<file path="src/design/sws_pkg.sv">
// Shared constants, codes and controller/datapath types for the window sender.
package sws_pkg;

   localparam int unsigned POS_WIDTH  = 32;
   localparam int unsigned SIZE_WIDTH = 11;
   localparam int unsigned WIN_WIDTH  = 7;
   localparam int unsigned CSR_INDEX_WIDTH = 2;
   localparam int unsigned CSR_DATA_WIDTH  = 32;

   localparam logic [SIZE_WIDTH-1:0] CHUNK_BYTES = 11'd1024;
   localparam logic [WIN_WIDTH-1:0]  MAX_WINDOW  = 7'd64;

   localparam logic [CSR_INDEX_WIDTH-1:0] CSR_FILE_LENGTH    = 2'd0;
   localparam logic [CSR_INDEX_WIDTH-1:0] CSR_WINDOW_PACKETS = 2'd1;

   typedef enum logic [1:0] {
      OP_SEND     = 2'd0,
      OP_ACK      = 2'd1,
      OP_TIMEOUT  = 2'd2,
      OP_RESERVED = 2'd3
   } op_type;

   typedef enum logic [2:0] {
      KIND_PACKET    = 3'd0,
      KIND_ACK_TAKEN = 3'd1,
      KIND_IGNORED   = 3'd2,
      KIND_CORRUPT   = 3'd3,
      KIND_FINISHED  = 3'd4,
      KIND_TIMEOUT   = 3'd5,
      KIND_NOTHING   = 3'd6
   } kind_type;

   typedef enum logic {
      ST_IDLE = 1'b0,
      ST_SEND = 1'b1
   } state_type;

   typedef struct packed {
      logic load_single;
      logic start_round;
      logic emit_packet;
   } cmd_type;

   typedef struct packed {
      logic send_ok;
      logic pkt_last;
      logic out_free;
   } status_type;

endpackage

</file>
<file path="src/design/sws_req_if.sv">
// Request channel: valid/ready handshake carrying one event beat.
interface sws_req_if;
   logic        valid;
   logic        ready;
   logic [1:0]  operation;
   logic [31:0] ack_number;
   logic        ack_fin;
   logic        ack_corrupt;

   modport source (output valid, output operation, output ack_number,
                   output ack_fin, output ack_corrupt, input ready);
   modport sink (input valid, input operation, input ack_number,
                 input ack_fin, input ack_corrupt, output ready);
endinterface

</file>
<file path="src/design/sws_rsp_if.sv">
// Response channel: valid/ready handshake carrying one result beat.
interface sws_rsp_if;
   logic        valid;
   logic        ready;
   logic [2:0]  kind;
   logic [31:0] packet_offset;
   logic [10:0] packet_size;
   logic        packet_fin;
   logic [31:0] window_base;
   logic        last;

   modport source (output valid, output kind, output packet_offset,
                   output packet_size, output packet_fin, output window_base,
                   output last, input ready);
   modport sink (input valid, input kind, input packet_offset,
                 input packet_size, input packet_fin, input window_base,
                 input last, output ready);
endinterface

</file>
<file path="src/design/sws_ctrl.sv">
// Controller state machine: accepts events and sequences the packets of a round.
module sws_ctrl
   import sws_pkg::*;
(
   input  logic       clock,
   input  logic       reset,
   input  logic       req_valid,
   input  op_type     req_op,
   input  status_type status,
   output logic       req_ready,
   output cmd_type    cmd
);

   state_type state_ff, state_in;
   logic      accept;

   assign req_ready = (state_ff == ST_IDLE) && status.out_free;
   assign accept    = req_valid && req_ready;

   always_ff @(posedge clock) begin
      if (reset) begin
         state_ff <= ST_IDLE;
      end else begin
         state_ff <= state_in;
      end
   end

   always_comb begin
      state_in = state_ff;
      unique case (state_ff)
         ST_IDLE: begin
            if (accept && req_op == OP_SEND && status.send_ok) begin
               state_in = ST_SEND;
            end
         end
         ST_SEND: begin
            if (status.out_free && status.pkt_last) begin
               state_in = ST_IDLE;
            end
         end
         default: state_in = ST_IDLE;
      endcase
   end

   always_comb begin
      cmd = '0;
      unique case (state_ff)
         ST_IDLE: begin
            if (accept) begin
               if (req_op == OP_SEND && status.send_ok) begin
                  cmd.start_round = 1'b1;
               end else begin
                  cmd.load_single = 1'b1;
               end
            end
         end
         ST_SEND: begin
            cmd.emit_packet = status.out_free;
         end
         default: cmd = '0;
      endcase
   end

endmodule

</file>
<file path="src/design/sws_datapath.sv">
// Datapath: window state, configuration registers, packet cursor and result register.
module sws_datapath
   import sws_pkg::*;
(
   input  logic                       clock,
   input  logic                       reset,
   input  logic                       csr_write_enable,
   input  logic [CSR_INDEX_WIDTH-1:0] csr_index,
   input  logic [CSR_DATA_WIDTH-1:0]  csr_write_data,
   input  op_type                     req_op,
   input  logic [POS_WIDTH-1:0]       req_ack_number,
   input  logic                       req_ack_fin,
   input  logic                       req_ack_corrupt,
   input  cmd_type                    cmd,
   output status_type                 status,
   input  logic                       rsp_ready,
   output logic                       rsp_valid,
   output kind_type                   rsp_kind,
   output logic [POS_WIDTH-1:0]       rsp_offset,
   output logic [SIZE_WIDTH-1:0]      rsp_size,
   output logic                       rsp_fin,
   output logic [POS_WIDTH-1:0]       rsp_base,
   output logic                       rsp_last
);

   logic [POS_WIDTH-1:0] file_len_ff;
   logic [WIN_WIDTH-1:0] window_ff;

   logic [POS_WIDTH-1:0] base_ff, base_in;
   logic [WIN_WIDTH-1:0] sent_ff, sent_in;
   logic [WIN_WIDTH-1:0] acks_ff, acks_in;
   logic                 open_ff, open_in;
   logic                 done_ff, done_in;

   logic [POS_WIDTH-1:0] pos_ff, pos_in;
   logic [WIN_WIDTH-1:0] count_ff, count_in;

   logic                  out_valid_ff, out_valid_in;
   kind_type              out_kind_ff, out_kind_in;
   logic [POS_WIDTH-1:0]  out_offset_ff, out_offset_in;
   logic [SIZE_WIDTH-1:0] out_size_ff, out_size_in;
   logic                  out_fin_ff, out_fin_in;
   logic [POS_WIDTH-1:0]  out_base_ff, out_base_in;
   logic                  out_last_ff, out_last_in;

   logic [WIN_WIDTH-1:0] win_eff;
   logic [POS_WIDTH:0]   pos_next_ext;
   logic [POS_WIDTH:0]   base_next_ext;
   logic [POS_WIDTH-1:0] remaining;
   logic                 pkt_fin;
   logic [SIZE_WIDTH-1:0] pkt_size;
   logic [WIN_WIDTH-1:0] count_next;
   logic                 ack_in_range;

   // A window of zero behaves as one; anything above the maximum is clamped.
   always_comb begin
      if (window_ff == '0) begin
         win_eff = WIN_WIDTH'(1);
      end else if (window_ff > MAX_WINDOW) begin
         win_eff = MAX_WINDOW;
      end else begin
         win_eff = window_ff;
      end
   end

   assign pos_next_ext  = {1'b0, pos_ff} + (POS_WIDTH+1)'(CHUNK_BYTES);
   assign base_next_ext = {1'b0, base_ff} + (POS_WIDTH+1)'(CHUNK_BYTES);
   assign remaining     = file_len_ff - pos_ff;
   assign pkt_fin       = pos_next_ext >= {1'b0, file_len_ff};
   assign pkt_size      = (remaining < POS_WIDTH'(CHUNK_BYTES)) ?
                          remaining[SIZE_WIDTH-1:0] : CHUNK_BYTES;
   assign count_next    = count_ff + WIN_WIDTH'(1);
   assign ack_in_range  = (req_ack_number > base_ff) &&
                          ({1'b0, req_ack_number} <= base_next_ext);

   assign status.send_ok  = !done_ff && (base_ff < file_len_ff);
   assign status.pkt_last = pkt_fin || (count_next >= win_eff);
   assign status.out_free = !out_valid_ff || rsp_ready;

   always_ff @(posedge clock) begin
      if (reset) begin
         file_len_ff <= '0;
         window_ff   <= WIN_WIDTH'(1);
      end else if (csr_write_enable) begin
         if (csr_index == CSR_FILE_LENGTH) begin
            file_len_ff <= csr_write_data[POS_WIDTH-1:0];
         end else if (csr_index == CSR_WINDOW_PACKETS) begin
            window_ff <= csr_write_data[WIN_WIDTH-1:0];
         end
      end
   end

   always_comb begin
      base_in       = base_ff;
      sent_in       = sent_ff;
      acks_in       = acks_ff;
      open_in       = open_ff;
      done_in       = done_ff;
      pos_in        = pos_ff;
      count_in      = count_ff;
      out_valid_in  = out_valid_ff && !rsp_ready;
      out_kind_in   = out_kind_ff;
      out_offset_in = out_offset_ff;
      out_size_in   = out_size_ff;
      out_fin_in    = out_fin_ff;
      out_base_in   = out_base_ff;
      out_last_in   = out_last_ff;

      if (cmd.start_round) begin
         open_in  = 1'b0;
         pos_in   = base_ff;
         count_in = '0;
      end

      if (cmd.emit_packet) begin
         out_valid_in  = 1'b1;
         out_kind_in   = KIND_PACKET;
         out_offset_in = pos_ff;
         out_size_in   = pkt_size;
         out_fin_in    = pkt_fin;
         out_base_in   = base_ff;
         out_last_in   = status.pkt_last;
         pos_in        = pos_next_ext[POS_WIDTH-1:0];
         count_in      = count_next;
         if (status.pkt_last) begin
            open_in = 1'b1;
            sent_in = count_next;
            acks_in = '0;
         end
      end

      if (cmd.load_single) begin
         out_valid_in  = 1'b1;
         out_offset_in = '0;
         out_size_in   = '0;
         out_fin_in    = 1'b0;
         out_last_in   = 1'b1;
         out_kind_in   = KIND_IGNORED;
         case (req_op)
            OP_SEND: begin
               // Only reached when there is nothing left to send.
               open_in     = 1'b0;
               out_kind_in = KIND_NOTHING;
            end
            OP_ACK: begin
               if (open_ff && !done_ff) begin
                  if (req_ack_fin) begin
                     done_in     = 1'b1;
                     open_in     = 1'b0;
                     out_kind_in = KIND_FINISHED;
                  end else if (req_ack_corrupt) begin
                     open_in     = 1'b0;
                     out_kind_in = KIND_CORRUPT;
                  end else if (ack_in_range) begin
                     base_in = base_next_ext[POS_WIDTH] ? '1 :
                               base_next_ext[POS_WIDTH-1:0];
                     acks_in = acks_ff + WIN_WIDTH'(1);
                     if ((acks_ff + WIN_WIDTH'(1)) >= sent_ff) begin
                        open_in = 1'b0;
                     end
                     out_kind_in = KIND_ACK_TAKEN;
                  end
               end
            end
            OP_TIMEOUT: begin
               open_in     = 1'b0;
               out_kind_in = KIND_TIMEOUT;
            end
            default: out_kind_in = KIND_IGNORED;
         endcase
         out_base_in = base_in;
      end
   end

   always_ff @(posedge clock) begin
      if (reset) begin
         base_ff      <= '0;
         sent_ff      <= '0;
         acks_ff      <= '0;
         open_ff      <= 1'b0;
         done_ff      <= 1'b0;
         out_valid_ff <= 1'b0;
      end else begin
         base_ff      <= base_in;
         sent_ff      <= sent_in;
         acks_ff      <= acks_in;
         open_ff      <= open_in;
         done_ff      <= done_in;
         out_valid_ff <= out_valid_in;
      end
   end

   always_ff @(posedge clock) begin
      pos_ff        <= pos_in;
      count_ff      <= count_in;
      out_kind_ff   <= out_kind_in;
      out_offset_ff <= out_offset_in;
      out_size_ff   <= out_size_in;
      out_fin_ff    <= out_fin_in;
      out_base_ff   <= out_base_in;
      out_last_ff   <= out_last_in;
   end

   assign rsp_valid  = out_valid_ff;
   assign rsp_kind   = out_kind_ff;
   assign rsp_offset = out_offset_ff;
   assign rsp_size   = out_size_ff;
   assign rsp_fin    = out_fin_ff;
   assign rsp_base   = out_base_ff;
   assign rsp_last   = out_last_ff;

endmodule

</file>
<file path="src/design/sliding_window_sender_core.sv">
// Go-back-N sender control: top level joining the controller and the datapath.
// Ack, timeout and idle send events: the result is registered in the cycle after the request beat.
// A send round: the request enters the send state, which registers one packet per cycle
// while the response side takes them; the next request is taken after the round's last packet.
// Throughput is set by the single result register shared by all events.
// Synchronous active-high reset clears window state, sets file length 0 and window 1.
module sliding_window_sender_core
   import sws_pkg::*;
(
   input  logic                       clock,
   input  logic                       reset,
   sws_req_if.sink                    req_bus,
   sws_rsp_if.source                  rsp_bus,
   input  logic                       csr_write_enable,
   input  logic [CSR_INDEX_WIDTH-1:0] csr_index,
   input  logic [CSR_DATA_WIDTH-1:0]  csr_write_data
);

   cmd_type    cmd;
   status_type status;
   op_type     req_op;
   kind_type   rsp_kind;
   logic       req_ready;

   assign req_op        = op_type'(req_bus.operation);
   assign req_bus.ready = req_ready;
   assign rsp_bus.kind  = rsp_kind;

   sws_ctrl u_ctrl (
      .clock     (clock),
      .reset     (reset),
      .req_valid (req_bus.valid),
      .req_op    (req_op),
      .status    (status),
      .req_ready (req_ready),
      .cmd       (cmd)
   );

   sws_datapath u_datapath (
      .clock            (clock),
      .reset            (reset),
      .csr_write_enable (csr_write_enable),
      .csr_index        (csr_index),
      .csr_write_data   (csr_write_data),
      .req_op           (req_op),
      .req_ack_number   (req_bus.ack_number),
      .req_ack_fin      (req_bus.ack_fin),
      .req_ack_corrupt  (req_bus.ack_corrupt),
      .cmd              (cmd),
      .status           (status),
      .rsp_ready        (rsp_bus.ready),
      .rsp_valid        (rsp_bus.valid),
      .rsp_kind         (rsp_kind),
      .rsp_offset       (rsp_bus.packet_offset),
      .rsp_size         (rsp_bus.packet_size),
      .rsp_fin          (rsp_bus.packet_fin),
      .rsp_base         (rsp_bus.window_base),
      .rsp_last         (rsp_bus.last)
   );

   // A request is only taken when the result register can take its beat.
   a_ready_needs_slot: assert property (@(posedge clock) disable iff (reset)
      req_bus.ready |-> (!rsp_bus.valid || rsp_bus.ready))
      else $error("request taken while result register is blocked");

   // Every beat other than a packet is the only result of its request.
   a_single_is_last: assert property (@(posedge clock) disable iff (reset)
      (rsp_bus.valid && rsp_kind != KIND_PACKET) |-> rsp_bus.last)
      else $error("non-packet result without last");

   // Packet sizes stay within one chunk and are never empty.
   a_packet_size: assert property (@(posedge clock) disable iff (reset)
      (rsp_bus.valid && rsp_kind == KIND_PACKET) |->
      (rsp_bus.packet_size != '0 && rsp_bus.packet_size <= CHUNK_BYTES))
      else $error("packet size out of range");

   // No request is taken while a round is still emitting packets.
   a_round_blocks_req: assert property (@(posedge clock) disable iff (reset)
      cmd.emit_packet |-> !req_bus.ready)
      else $error("request taken during a send round");

endmodule
</file>
<file path="src/flat_wrapper.sv">
// flat-port wrapper written by rule: the top's interface ports become plain ports
module sliding_window_sender_core_flat import sws_pkg::*;
  (clock, reset, csr_write_enable, csr_index, csr_write_data, req_bus_valid, req_bus_operation, req_bus_ack_number, req_bus_ack_fin, req_bus_ack_corrupt, req_bus_ready, rsp_bus_valid, rsp_bus_kind, rsp_bus_packet_offset, rsp_bus_packet_size, rsp_bus_packet_fin, rsp_bus_window_base, rsp_bus_last, rsp_bus_ready);
  sws_req_if req_bus_i ();
  sws_rsp_if rsp_bus_i ();
  input  logic clock;
  input  logic reset;
  input  logic csr_write_enable;
  input  logic [CSR_INDEX_WIDTH-1:0] csr_index;
  input  logic [CSR_DATA_WIDTH-1:0] csr_write_data;
  input wire logic [$bits(req_bus_i.valid)-1:0] req_bus_valid;
  input wire logic [$bits(req_bus_i.operation)-1:0] req_bus_operation;
  input wire logic [$bits(req_bus_i.ack_number)-1:0] req_bus_ack_number;
  input wire logic [$bits(req_bus_i.ack_fin)-1:0] req_bus_ack_fin;
  input wire logic [$bits(req_bus_i.ack_corrupt)-1:0] req_bus_ack_corrupt;
  output wire logic [$bits(req_bus_i.ready)-1:0] req_bus_ready;
  output wire logic [$bits(rsp_bus_i.valid)-1:0] rsp_bus_valid;
  output wire logic [$bits(rsp_bus_i.kind)-1:0] rsp_bus_kind;
  output wire logic [$bits(rsp_bus_i.packet_offset)-1:0] rsp_bus_packet_offset;
  output wire logic [$bits(rsp_bus_i.packet_size)-1:0] rsp_bus_packet_size;
  output wire logic [$bits(rsp_bus_i.packet_fin)-1:0] rsp_bus_packet_fin;
  output wire logic [$bits(rsp_bus_i.window_base)-1:0] rsp_bus_window_base;
  output wire logic [$bits(rsp_bus_i.last)-1:0] rsp_bus_last;
  input wire logic [$bits(rsp_bus_i.ready)-1:0] rsp_bus_ready;
  assign req_bus_i.valid = req_bus_valid;
  assign req_bus_i.operation = req_bus_operation;
  assign req_bus_i.ack_number = req_bus_ack_number;
  assign req_bus_i.ack_fin = req_bus_ack_fin;
  assign req_bus_i.ack_corrupt = req_bus_ack_corrupt;
  assign req_bus_ready = req_bus_i.ready;
  assign rsp_bus_valid = rsp_bus_i.valid;
  assign rsp_bus_kind = rsp_bus_i.kind;
  assign rsp_bus_packet_offset = rsp_bus_i.packet_offset;
  assign rsp_bus_packet_size = rsp_bus_i.packet_size;
  assign rsp_bus_packet_fin = rsp_bus_i.packet_fin;
  assign rsp_bus_window_base = rsp_bus_i.window_base;
  assign rsp_bus_last = rsp_bus_i.last;
  assign rsp_bus_i.ready = rsp_bus_ready;
  sliding_window_sender_core u_core (.clock(clock), .reset(reset), .req_bus(req_bus_i), .rsp_bus(rsp_bus_i), .csr_write_enable(csr_write_enable), .csr_index(csr_index), .csr_write_data(csr_write_data));
endmodule
</file>
<file path="config.mk">
export PLATFORM = sky130hd
export DESIGN_NAME = sliding_window_sender_core_flat
export DESIGN_NICKNAME = d
export VERILOG_FILES = /design/src/design/sws_pkg.sv /design/src/design/sws_req_if.sv /design/src/design/sws_rsp_if.sv /design/src/design/sws_ctrl.sv /design/src/design/sws_datapath.sv /design/src/design/sliding_window_sender_core.sv /design/src/flat_wrapper.sv
export SDC_FILE = /design/constraint.sdc
export NUM_CORES = 1
export LEC_CHECK = 0
export ABC_AREA = 1
export BUFFER_PORTS_ARGS = -buffer_cell sky130_fd_sc_hd__buf_2
export CORE_AREA = 5 5 162 164
export CTS_BUF_LIST = sky130_fd_sc_hd__clkbuf_8 sky130_fd_sc_hd__clkbuf_16
export CTS_CLUSTER_DIAMETER = 60
export DETAILED_ROUTE_END_ITERATION = 6
export DIE_AREA = 0 0 167 169
export PLACE_DENSITY = 0.8
export SETUP_SLACK_MARGIN = 0.2
export SYNTH_ARGS = -nofsm -noshare
export SYNTH_HDL_FRONTEND = slang
export SYNTH_SLANG_ARGS = --single-unit
</file>
<file path="constraint.sdc">
create_clock -name clock -period 3.6 [get_ports clock]
set_input_delay 0.9 -clock clock [delete_from_list [all_inputs] [get_ports clock]]
set_output_delay 0.9 -clock clock [all_outputs]
set_load 0.03 [all_outputs]
</file>
---- After elaboration in Yosys (flattened, before gate mapping) ----
Index checks and enable logic that the tools add are counted.
operators by class
  $add $sub $neg .......................... 5
  multipliers ............................. 0
  div/mod/pow operators ................... 0
  magnitude comparators ................... 8
  equality and inequality tests ........... 3
  shift-type cells ........................ 0
  multiplexer cells ....................... 50
  bitwise gates (word level) .............. 2
  reductions and logical operators ........ 25
operators with widths
  operator                count
  $mux 32                 10
  $mux 7                  12
  $add 32x11->33 const B  2
  $ge 33x32->1            1
  $le 32x33->1            1
  $gt 32x32->1            1
  $lt 32x11->1 const B    1
  $lt 32x32->1            1
  $sub 32x32->32          1
  $mux 1                  16
  $add 7x1->7 const B     2
  $ge 7x7->1              2
  $mux 3                  4
  $mux 11                 1
  $logic_and 1x1->1       10
  $pmux 3 s3              1
  $mux 2                  4
  $gt 7x7->1 const B      1
  $logic_not 7->1         1
  $eq 2x1->1 const B      2
  $logic_not 2->1         2
  $pmux 1 s2              2
  $reduce_and 2->1        2
  $reduce_and 4->1        1
  other kinds (7)         12
word-level totals
  bits in registers ....................... 208
  latch bits .............................. 0
  bits in writable memories ............... 0
  bits in read-only memories .............. 0
  memories kept ........................... 0

---- Logic depth before layout (Yosys ltp) ----
  depth in word-level cells ............... 16
  mapped depth ............................ 27
  gate-level depth less buffers ........... 26

---- Hierarchy ----
A second synthesis with hierarchy kept.
unflattened totals
  cell total of the unflattened synthesis .. 2081
  area, all modules ....................... 14523.9 sq um
by module, submodules not included
  module        times used  cells each  area an instance (sq um)  seq. area each (sq um)
  sws_datapath  1           2067        14441.4                   4884.7
  sws_ctrl      1           14          82.6                      20.0

---- Least setup slack after synthesis ----
Ideal clock, no wire load.
  path kind ............................... input port to flip-flop
  start point ............................. in rsp_bus_ready
  end point ............................... reg u_core.u_datapath.out_fin_ff (netlist: u_core.u_datapath.rsp_fin)
  setup time .............................. 114 ps
  arrival time ............................ 3208 ps
  path slack .............................. 279 ps
  stages on the path ...................... 12
  buffers on the path ..................... 1
  path through ............................ inv_1 -> nand2_1 -> nand2_1 -> inv_1 -> nand2_1 -> inv_1 -> nand2_1 -> nand2_1 -> clkinv_1 -> buf_2 -> a21oi_1 -> inv_1
on the way
  longest elaborated chain between the ends .. 5
  elaborated cells between the ends (all ways) .. 6
RTL lines
  element                 RTL line             RTL
  start: declaration      flat_wrapper.sv:24   input wire logic [$bits(rsp_bus_i.ready)-1:0] rsp_bus_ready;
  $logic_or 1x1->1        sws_datapath.sv:78   assign status.out_free = !out_valid_ff || rsp_ready;
  $logic_and 1x1->1       sws_ctrl.sv:17       assign req_ready = (state_ff == ST_IDLE) && status.out_free;
  via req_bus_ready       flat_wrapper.sv:16   output wire logic [$bits(req_bus_i.ready)-1:0] req_bus_ready;
  $logic_and 1x1->1       sws_ctrl.sv:18       assign accept = req_valid && req_ready;
  $mux 2                  sws_ctrl.sv:49       if (accept) begin
  $mux 2                  sws_ctrl.sv:47       unique case (state_ff)
  end signal: assignment  sws_datapath.sv:199  out_fin_ff <= out_fin_in;
  end: declaration        sws_datapath.sv:42   logic out_fin_ff, out_fin_in;
The timed path passes the listed nets, and every way through them passes these cells.
A chain may end at the register's enable or synchronous reset.

---- Worst setup path after layout ----
  start point ............................. reg u_core.u_datapath.pos_ff[10]
  end point ............................... reg u_core.u_datapath.out_last_ff (netlist: u_core.u_datapath.rsp_last)
on the way
  longest elaborated chain between the ends .. 3
RTL lines
  element                   RTL line             RTL
  start: declaration        sws_datapath.sv:35   logic [POS_WIDTH-1:0] pos_ff, pos_in;
  start signal: assignment  sws_datapath.sv:194  pos_ff <= pos_in;
  $add 32x11->33            sws_datapath.sv:66   assign pos_next_ext = {1'b0, pos_ff} + (POS_WIDTH+1)'(CHUNK_BYTES);
  $ge 33x32->1              sws_datapath.sv:69   assign pkt_fin = pos_next_ext >= {1'b0, file_len_ff};
  $logic_or 1x1->1          sws_datapath.sv:77   assign status.pkt_last = pkt_fin || (count_next >= win_eff);
  end signal: assignment    sws_datapath.sv:201  out_last_ff <= out_last_in;
  end: declaration          sws_datapath.sv:44   logic out_last_ff, out_last_in;
Every way passes these cells.

==> metrics.txt <==
outcome complete, no violations; Async S/R FF share, synth 0; grt ovf 0; Fmax 0.279 GHz; Fin Hold WS 0.451 ns; Worst-Skew Late Latency 0.55 ns; die area 28200 um^2; Non-Filler Instances 2661; CP endpoint kind flop; Worst Path Max Fanout 6; RSZ-0062 raised after global routing yes; n_diodes 0; Post-Syn Instances 2036; CTS tree done; main area contributors after synthesis dfxtp_1 (18%), edfxtp_1 (15%), ha_1 (14%), nand2_1 (14%), inv_1 (8.3%); clk buf depth 3; power per cell area 342 nW/um^2; DRT Pass-1 Iters 6; Synth Register Bits 208; largest net degree at the start of global routing 65; EDFF count, synth 74; Synthesized Nets 2278; Worst Path Buf+Inv 7; share of layout cells above drive strength 1 0.228; dpl hpwl 35600 um; Die H 169 um; Netlist Area Pre-Place 14500 um^2; Seq/Total Area, Yosys 0.338; Synth Area per Inst 7.12 um^2; Hold Vio Cnt, Final 0; Core ar. 24700 um^2; M1 WL 19700 um; Max H-tree Level 1; YS warnings 0; num ports 157; Cell variety after synth 45; initial antenna violation count 0; max_slew headroom 0.561; Antenna Nets Post-Route 0; vias in the first global route 14300; DIE WIDTH 167 um; most used cell, CP nand2_1; Slowest-stage cell, CP edfxtp_1; leakage power 9.17 nW; Clock Pin Slew Worst Setup and Hold Paths 0.06 ns; CP startpoint u_core.u_datapath.pos_ff[10]; Setup-failing EPs final 0; Clock Sinks 208; All-Layer GR Usage 0.316; cell family with most CP delay simple AND/OR/NAND/NOR gates; Synth area leader dfxtp_1; Fin Clk Skew 0.0343 ns; Req. time, crit path 4.07 ns; DR WL met2 22900 um; vias per std cell 5.58; DR DRC count 0; via count 14900; number of buffers created by CTS 25; P&R area growth vs syn 27.1%; critical path class flop to flop; CP max stage delay 0.38 ns; first-pass GRT wire length 72600 um; Root Driver clkbuf_16; MaxCap Viol Count 0; WL met3 3640 um; Layout Nets 2554; critical path arrival 4.06 ns; final instance area 18400 um^2; placed cells 2552; hold_sp u_core.u_datapath.rsp_size[4]; hold crit path type flop to flop; 1st-iter DRT viols 1227; Post-Route WL 48200 um; Worst-Margin Slew 0.658 ns; Core Rows 58; # port buffers 156; Highest Signal Layer met4; Peak VDD IR 382 uV; final core occ 0.745; period utilization 0.995; top cell type's share of synthesized area 0.185; Post-synth top flop dfxtp_1; Startpoint Class flop; final slew viol count 0; minimum clock period 3.58 ns; Total Power 0.00631 W; GPL Wtd Cong 0.977; drt wl/cell 18.1 um; dpl cell area 16100 um^2; Starting Density 0.586; FF-to-FF Start u_core.u_datapath.pos_ff[10]
[path summary, 6_finish.rpt]
check | slack [ns] | to | cells after the start
max | 0.02 | u_core.u_datapath.rsp_last | 27
min | 0.45 | u_core.u_datapath.rsp_size[4] | 2
max reg2reg | 0.02 | u_core.u_datapath.rsp_last | 27
min reg2reg | 0.45 | u_core.u_datapath.rsp_size[4] | 2
[flip-flops by register name (all words and copies together) (netlist names), 3 cells and up]
register / count
u_core.u_datapath.acks_ff: 7
u_core.u_datapath.base_ff: 32
u_core.u_datapath.count_ff: 7
u_core.u_datapath.file_len_ff: 32
u_core.u_datapath.pos_ff: 32
u_core.u_datapath.rsp_base: 32
u_core.u_datapath.rsp_kind: 3
u_core.u_datapath.rsp_offset: 32
u_core.u_datapath.rsp_size: 11
u_core.u_datapath.sent_ff: 7
u_core.u_datapath.window_ff: 7
[through the flow]
stage | setup WS (ns) | setup TNS [ns]
detailed placement | -0.117 | -1.61
finish | 0.0172 | 0
global route | -0.143 | -2.42
CTS | 0.0181 | 0
global placement | -0.101 | -1.54
floorplan | 0.279 | 0
[final cells by class]
type                            instances  area, um^2
Timing Repair Buffer                  290        2000
Tap cell                              330         413
Inverter                              327        1230
Multi-Input combinational cell       1460        9010
Fill cell                            1908        6320
Sequential cell                       208        4940
Clock inverter                         17         123
Clock buffer                           29         703
[placed cells by master (no fill, tap or decap), types with 4 or more instances in the layout]
| cell | instances |
|---|---|
| nor3_1 | 18 |
| o21ai_4 | 6 |
| o21ai_2 | 10 |
| nand3b_1 | 10 |
| o21ai_0 | 116 |
| buf_4 | 102 |
| clkbuf_16 | 27 |
| o21bai_1 | 4 |
| dfxtp_4 | 8 |
| nor3_2 | 5 |
| xor2_1 | 43 |
| nand4_1 | 48 |
| a21oi_2 | 22 |
| nand3_1 | 72 |
| dfxtp_1 | 118 |
| clkinv_2 | 4 |
| nand3_4 | 8 |
| nand3_2 | 5 |
| dfxtp_2 | 8 |
| nor4_4 | 4 |
| o21ai_1 | 12 |
| a21oi_1 | 134 |
| inv_4 | 4 |
| nand2_2 | 37 |
| ha_4 | 9 |
| xor2_2 | 7 |
| nor2_4 | 11 |
| buf_6 | 20 |
| inv_1 | 315 |
| buf_2 | 157 |
| nor2_2 | 14 |
| edfxtp_1 | 74 |
| inv_2 | 12 |
| ha_1 | 155 |
| nand2_1 | 499 |
| nand2_4 | 17 |
| buf_12 | 7 |
| nor2_1 | 154 |
| o211ai_1 | 4 |
[metal layers]
| metal | up-vias | GRT usage |
|---|---|---|
| li1 | 7183 | - |
| met1 | 6911 | 0.409 |
| met2 | 649 | 0.544 |
| met3 | 109 | 0.0404 |
| met4 | 0 | 0.115 |
| met5 | - | 0 |
[report_power, final]
group          internal [W]  total (W)  switching, W  leakage [nW]
clock network       0.00142    0.00249       0.00106         0.431
logic              0.000398    0.00122      0.000826          6.92
registers           0.00254    0.00260     0.0000586          1.82
total               0.00436    0.00631       0.00195          9.17
[cell families (layout without fill, tap and decap cells)]
kind of cell	after synthesis	in the layout	synth area share
AND/OR/NAND/NOR	915	917	0.267
flip-flops	208	208	0.338
buffers and inverters	370	663	0.0990
adder cells (fa/ha/maj)	167	167	0.145
XOR/XNOR	52	52	0.0314
AO/OA/AOI/OAI	324	324	0.120
[synthesized netlist by cell type (2+ instances only)]
master,count
nand2_1,543
inv_1,320
nor2_1,172
ha_1,166
a21oi_1,139
dfxtp_1,134
o21ai_0,128
nand3_1,84
edfxtp_1,74
xor2_1,50
nand4_1,48
clkbuf_1,29
nor3_1,23
a21oi_2,17
o21ai_1,16
nand2_2,11
buf_2,10
nand3b_1,10
nor4_1,8
a211oi_1,4
a31oi_1,4
inv_2,4
nor2_2,4
o211ai_1,4
o21bai_1,4
a21o_1,3
buf_6,3
clkinv_1,3
and2_1,2
nor3_2,2
o21a_1,2
xnor2_1,2
[what timing repair did]
item	in CTS	in global routing
pin swaps	37	55
setup endpoints to repair	83	94
resized for setup	83	173
cloned	4	2
hold buffers	0	0
hold endpoints to repair	0	0
buffers inserted	29	28
[worst reg2reg max path, cell delays in order (launching register included)]
cell      delay, ns
edfxtp_1       0.38
ha_2           0.23
nand3_4        0.08
nor2_4         0.10
nand2_2        0.08
nor2_4         0.10
inv_2          0.06
nor3_4         0.24
nand2_1        0.15
nor2_1         0.14
xor2_1         0.10
ha_1           0.31
nand2_1        0.06
inv_1          0.08
nand3_2        0.09
inv_2          0.07
nand2_1        0.05
nor3_2         0.18
nand4_1        0.13
nand3_1        0.13
nor2_2         0.06
buf_6          0.13
nand3_4        0.07
nand2_4        0.09
buf_6          0.14
buf_4          0.12
buf_4          0.12
nand3_1        0.05
Note: power is estimated with default switching activity, not from simulation.
